### src/rtl/sig_pkg.sv
package sig_pkg;

    // number format
    localparam int FRAC_BITS   = 16;
    localparam int X_W         = 24;
    localparam int Y_W         = 17;
    localparam int OUT_W       = 24;
    localparam int CLAMP_LIMIT = 45;

    // exp(-a) = exp(-a/64)^64: taylor series, reciprocal, then repeated squaring
    localparam int SQUARINGS = 6;
    localparam int TERMS     = 16;
    localparam int G_W       = 32;
    localparam int SUM_W     = G_W + 2;
    localparam int E_W       = 32;
    localparam int D_W       = E_W + 1;
    localparam int G_SHIFT   = G_W - SQUARINGS - FRAC_BITS;

    // clamp compare width
    localparam int XC_W = X_W + 8;
    localparam logic signed [XC_W-1:0] LIM_POS = XC_W'(longint'(CLAMP_LIMIT) << FRAC_BITS);
    localparam logic signed [XC_W-1:0] LIM_NEG = -LIM_POS;

    // final rounding division
    localparam int Q_W   = FRAC_BITS + 1;
    localparam int NUM_W = FRAC_BITS + E_W + 1;

    // gradient path widths
    localparam int BA_W = ((FRAC_BITS > Y_W) ? FRAC_BITS : Y_W) + 1;
    localparam int P1_W = BA_W + Y_W;
    localparam int P2_W = P1_W + X_W;
    localparam int R_W  = P2_W - 2 * FRAC_BITS;
    localparam int RC_W = ((R_W > OUT_W) ? R_W : OUT_W) + 1;
    localparam int FC_W = ((Q_W > OUT_W) ? Q_W : OUT_W) + 1;

    localparam logic [OUT_W-1:0] OUT_MAX = OUT_W'((longint'(1) << (OUT_W - 1)) - 1);
    localparam logic [OUT_W-1:0] OUT_MIN = OUT_W'(longint'(1) << (OUT_W - 1));

    // exact floor(n / k) for n below 2^32: (n * DIV_MUL[k]) >> DIV_SHIFT[k]
    localparam int DIV_SHIFT [2:TERMS] = '{33, 34, 34, 35, 35, 35, 35,
                                           36, 36, 36, 36, 36, 36, 36, 36};
    localparam logic [32:0] DIV_MUL [2:TERMS] = '{
        33'((65'd1 << 33) / 2 + 1),
        33'((65'd1 << 34) / 3 + 1),
        33'((65'd1 << 34) / 4 + 1),
        33'((65'd1 << 35) / 5 + 1),
        33'((65'd1 << 35) / 6 + 1),
        33'((65'd1 << 35) / 7 + 1),
        33'((65'd1 << 35) / 8 + 1),
        33'((65'd1 << 36) / 9 + 1),
        33'((65'd1 << 36) / 10 + 1),
        33'((65'd1 << 36) / 11 + 1),
        33'((65'd1 << 36) / 12 + 1),
        33'((65'd1 << 36) / 13 + 1),
        33'((65'd1 << 36) / 14 + 1),
        33'((65'd1 << 36) / 15 + 1),
        33'((65'd1 << 36) / 16 + 1)
    };

    // pipeline depths
    localparam int SERIES_LAT = 2 * (TERMS - 1) + 1;
    localparam int RECIP_LAT  = E_W;
    localparam int SQUARE_LAT = 2 * SQUARINGS;
    localparam int RATIO_LAT  = Q_W + 1;
    localparam int FWD_LAT    = 1 + SERIES_LAT + RECIP_LAT + SQUARE_LAT + RATIO_LAT;
    localparam int BWD_STAGES = 3;
    localparam int BWD_DLY    = FWD_LAT - BWD_STAGES;

    typedef struct packed {
        logic valid;
        logic mode;
        logic neg;
    } side_t;

endpackage

### src/rtl/sig_ratio.sv
module sig_ratio (
    input  logic                     clk,
    input  logic                     rst_n,
    input  sig_pkg::side_t           side_in,
    input  logic [sig_pkg::E_W-1:0]  e_in,
    output sig_pkg::side_t           side_out,
    output logic [sig_pkg::Q_W-1:0]  q_out
);
    import sig_pkg::*;

    localparam int HI_W = NUM_W - Q_W;

    logic [NUM_W-1:0] half;
    logic [NUM_W-1:0] num_next;
    logic [D_W-1:0]   d_next;

    side_t            p_side_reg;
    logic [D_W-1:0]   p_d_reg;
    logic [D_W-1:0]   p_r_reg;
    logic [Q_W-1:0]   p_lo_reg;

    side_t            side_reg [Q_W];
    logic [D_W-1:0]   d_reg    [Q_W];
    logic [D_W-1:0]   r_reg    [Q_W];
    logic [Q_W-1:0]   lo_reg   [Q_W];
    logic [Q_W-1:0]   q_reg    [Q_W];

    // d = 1 + e, and d/2 = 2^31 + e/2 with no carry
    assign d_next = D_W'(e_in) + (D_W'(1) << E_W);
    assign half   = NUM_W'({1'b1, e_in[E_W-1:1]});
    assign num_next = side_in.neg ? (NUM_W'(e_in) << FRAC_BITS) + half
                                  : (NUM_W'(1) << (FRAC_BITS + E_W)) + half;

    always_ff @(posedge clk or negedge rst_n)
    begin
        if (!rst_n)
        begin
            p_side_reg <= '0;
        end
        else
        begin
            p_side_reg <= side_in;
        end
    end

    always_ff @(posedge clk)
    begin
        p_d_reg  <= d_next;
        p_r_reg  <= D_W'(num_next[NUM_W-1:NUM_W-HI_W]);
        p_lo_reg <= num_next[Q_W-1:0];
    end

    generate
        for (genvar i = 0; i < Q_W; i++)
        begin : g_bit
            side_t          side_src;
            logic [D_W-1:0] d_src;
            logic [D_W-1:0] r_src;
            logic [Q_W-1:0] lo_src;
            logic [Q_W-1:0] q_src;
            logic [D_W:0]   trial;
            logic           fit;
            logic [D_W-1:0] r_next;

            if (i == 0)
            begin : g_head
                assign side_src = p_side_reg;
                assign d_src    = p_d_reg;
                assign r_src    = p_r_reg;
                assign lo_src   = p_lo_reg;
                assign q_src    = '0;
            end
            else
            begin : g_body
                assign side_src = side_reg[i-1];
                assign d_src    = d_reg[i-1];
                assign r_src    = r_reg[i-1];
                assign lo_src   = lo_reg[i-1];
                assign q_src    = q_reg[i-1];
            end

            assign trial  = {r_src, lo_src[Q_W-1]};
            assign fit    = trial >= {1'b0, d_src};
            assign r_next = fit ? D_W'(trial - {1'b0, d_src}) : D_W'(trial);

            always_ff @(posedge clk or negedge rst_n)
            begin
                if (!rst_n)
                begin
                    side_reg[i] <= '0;
                end
                else
                begin
                    side_reg[i] <= side_src;
                end
            end

            always_ff @(posedge clk)
            begin
                d_reg[i]  <= d_src;
                r_reg[i]  <= r_next;
                lo_reg[i] <= lo_src << 1;
                q_reg[i]  <= {q_src[Q_W-2:0], fit};
            end
        end
    endgenerate

    assign side_out = side_reg[Q_W-1];
    assign q_out    = q_reg[Q_W-1];

endmodule
### config.mk
export PLATFORM = sky130hd
export DESIGN_NAME = sig_ratio
export DESIGN_NICKNAME = d
export VERILOG_FILES = /design/src/rtl/sig_pkg.sv /design/src/rtl/sig_ratio.sv
export SDC_FILE = /design/constraint.sdc
export NUM_CORES = 2
export LEC_CHECK = 0
export BUFFER_PORTS_ARGS = -buffer_cell sky130_fd_sc_hd__buf_2
export CELL_PAD_IN_SITES_DETAIL_PLACEMENT = 0
export CELL_PAD_IN_SITES_GLOBAL_PLACEMENT = 1
export CORE_ASPECT_RATIO = 1.1
export CORE_MARGIN = 2
export CORE_UTILIZATION = 50
export DETAILED_ROUTE_END_ITERATION = 10
export PLACE_DENSITY_LB_ADDON = 0.1
export RECOVER_POWER = 100
export SLEW_MARGIN = 20
export SYNTH_ARGS = -nofsm -noshare
export SYNTH_HDL_FRONTEND = slang
export SYNTH_SLANG_ARGS = --single-unit
### constraint.sdc
create_clock -name clk -period 3.55 [get_ports clk]
set_input_delay 0.355 -clock clk [delete_from_list [all_inputs] [get_ports clk]]
set_output_delay 0.355 -clock clk [all_outputs]
set_load 0.005 [all_outputs]
==> flow_summary.toml <==
[status]
status = "finished with violations"
violations = "max-capacitance violations, max-slew violations"

[place]
place_ws_ns = 0.0105
io_buffers = 56
dp_hpwl_mm = 135
gp_congestion = 0.932
dp.cells = 8662

[critical_path]
critPathCaptureType = "flip-flop"
path_class = "reg -> reg"
slowest_stage = "fa_2"
start_kind = "flip-flop"
path_cells = "inv_1, ha_1, inv_1, fa_2, a21o_1, a31o_1, a211oi_2, o31ai_2, a31o_2, a21oi_4, o2111ai_4, a21oi_4, buf_12, buf_4, mux2_2"
crit_path_max_incr_delay_ns = 0.34
critPathRequiredTime_ns = 4.20
reg2reg_depth = 15
path_max_fanout = 7
cp_data_arrival_time_ns = 4.09

[synth]
synthTopCellsByCount = "dfxtp_1 (1258), inv_1 (702), a21oi_1 (625)"
ys_ff_latch = 1312
synth_cell_types = 94
yosys.area.top_type = "dfxtp_1"
synth_async_sr_flop_share_pct = 4.12
ys_top_cells_by_area = "dfxtp_1 (40%), ha_1 (11%), a21oi_1 (4.9%), inv_1 (4.1%), xnor2_1 (3.8%)"
ys.warnings.count = 0
syn_area_sq_um = 63500
synth_ff_type = "dfxtp_1"
post-synth-top-count-cell = "dfxtp_1"
synth_nets = 7584
yosysSeqAreaShare_pct = 41.8
synth-edff-count = 0
synth_area_per_cell_sq_um = 9.11
syn_inst = 6971
yosys.area.top_type_share_pct = 39.7

[floorplan]
ios = 57
dieArea_sq_um = 130000
die_h_um = 378
die_w_um = 344
start_util_pct = 50.2
rows = 137
core_region_area_sq_um = 127000

[power]
leakage_nw = 33.6
vdd_ir_drop_max_mv = 0.613
p_int_mw = 45.4
switching_share_pct = 39.7
clkPwrFrac_pct = 20.7
comb_power_share_pct = 49.4
netSwitchingPower_mw = 29.9
sequentialPowerShare_pct = 29.9
power.density_nw_per_um2 = 1040
p_total_mw = 75.2

[drt]
drc = 0
vias = 49200
via_per_inst = 5.48
wirelength_mm = 172
firstDrtPassIters = 6
wl_per_cell_um = 19.2
ant_nets = 0
drt_iter0_markers = 3364

[finish]
nNetsFinal = 7805
seqCellArea_sq_um = 26500
antenna_cells = 0
syn_to_final_growth_pct = 14.1
layout-drive-gt1-share_pct = 9.34
largest_register_ffs = 528
multi_input_area_sq_um = 33800
nFillCells = 11400
final_cells = 8973

[clock_tree]
clkSinkCount = 1312
clk_pin_slew_ns = 0.06
cts_max_level = 4
root_buffer = "clkbuf_16"
clk_latency_ns = 0.79
clk_path_buf_depth = 3
tritoncts = "built"
cts_buffers = 137

[worst_hold_path]
hold_class = "in -> reg"
worstHoldPathCells = 2

[global_route]
grt_max_degree = 60
grt.total_usage_pct = 26.0
gr-total-overflow = 0
grt_first_pass_wirelength_mm = 266
grt_pass1_vias = 48000
antenna_found_initial = 3

[timing]
whs_ns = 0.228
timing.final.hold_violations = 0
drv_slew = 38
final.min_clock_period_ns = 3.44
finalWorstSetupSlack_ns = 0.114
relSlewSlack_pct = -20.5
fin_setup_tns_ns = 0
finalCritPeriodShare_pct = 96.8
setup_viol = 0
worstMarginPinSlew_ns = 1.81
fin_skew_ns = 0.0234
fmax_mhz = 291

[flow_run]
drv_cap = 1
==> power groups by stage <==
stage,sequential (mW),clock [mW],combinational [mW]
finish,22.5,15.6,37.2
global route,22.9,16.5,41.3
CTS,22.6,16.0,35.8
detailed placement,22.9,0,35.5
global placement,23.0,0,35.3
floorplan,21.0,0,27.3
==> worst max-delay path: cells and delay by family, from the launching register on <==
| kind | cells | cell delay (ns) |
|---|---|---|
| muxes | 1 | 0.34 |
| buffers and inverters | 4 | 0.43 |
| DFF | 1 | 0.31 |
| AOI/OAI and AO/OA | 8 | 1.69 |
| adders and majority gates | 2 | 0.50 |
==> cells by family (layout without fill, tap and decap cells) <==
group                    count (synthesis)  in the layout  share of synthesized area, %
AO/OA/AOI/OAI                         1969           1969                          19.6
AND/OR/NAND/NOR                       1551           1551                          11.5
flip-flops                            1312           1312                          41.8
buffers and inverters                  895           1229                          5.49
adder cells (fa/ha/maj)                576            576                          11.5
XOR/XNOR                               456            456                          6.29
multiplexers                           212            212                          3.74
==> repair_timing <==
item                                   in CTS  in global routing
setup endpoints to repair                   4                254
gates resized for setup                     1                 41
buffers inserted                            0                 12
endpoints found under the hold margin      96                  0
pin swaps                                   0                 25
gates cloned                                0                 11
hold buffers                               36                  0
==> layer usage <==
metal  GRT usage, %  routed length [um]  up-vias
met1           33.3               77300    23000
met4           8.66                5320        0
li1               -                   -    24900
met5              0                   0        -
met2           44.2               81700     1015
met3           4.37                8010      280
==> final timing paths <==
path | from | endpoint | slack, ns
worst max-delay path | lo_reg[0][111]$_DFF_P_ | r_reg[0][259]$_DFF_P_ | 0.11
worst min-delay path | side_in[2] | g_bit[0].side_src[2]$_DFF_PN0_ | 0.23
worst max register to register | lo_reg[0][111]$_DFF_P_ | r_reg[0][259]$_DFF_P_ | 0.11
worst min register to register | q_reg[13][12]$_DFF_P_ | q_reg[14][13]$_DFF_P_ | 0.31
max in group asynchronous | rst_n | g_bit[11].side_src[2]$_DFF_PN0_ | 1.28
min in group asynchronous | rst_n | g_bit[13].side_src[1]$_DFF_PN0_ | 0.62
==> cells in the final DEF (no fill, tap or decap), types with 22 or more instances in the layout <==
master,synthesis,layout
dfrtp_1,54,54
bufinv_16,0,22
nand2_1,492,492
a211oi_1,71,69
a21oi_1,625,619
dlygate4sd3_1,0,36
nor3_1,84,83
a31oi_1,68,65
o21ai_0,428,425
and3_1,76,76
o21a_1,66,63
xor2_1,177,177
and2_1,35,33
nor2b_1,49,49
o31ai_1,57,52
mux2_1,25,25
clkbuf_16,0,148
buf_4,12,138
o21bai_1,76,76
nand3_1,111,111
nand4_1,97,97
nor2_1,415,415
or3_1,26,26
buf_12,0,22
ha_1,559,559
o211ai_1,47,47
mux2_2,175,175
inv_1,702,702
xnor2_1,279,279
dfxtp_1,1258,1258
nand2b_1,71,71
a21o_1,293,292
clkbuf_1,126,69
==> final cells by class <==
| class | instances | share of cell area [%] |
|---|---|---|
| repair buffers | 274 | 3.28 |
| multi-input cells | 4764 | 46.6 |
| clock buffers | 173 | 5.20 |
| flip-flops and latches | 1312 | 36.6 |
| inverters | 703 | 3.64 |
| well taps | 1668 | 2.88 |
| clock inverters | 79 | 1.74 |
==> through the flow <==
| step | util, % | area, sq um |
|---|---|---|
| floorplan | - | 63500 |
| global placement | 52.6 | 66600 |
| detailed placement | 52.6 | 66600 |
| CTS | 56.9 | 71900 |
| global route | 57.3 | 72400 |
| finish | 57.3 | 72400 |
No activity file was read; power rests on OpenSTA's default activity.
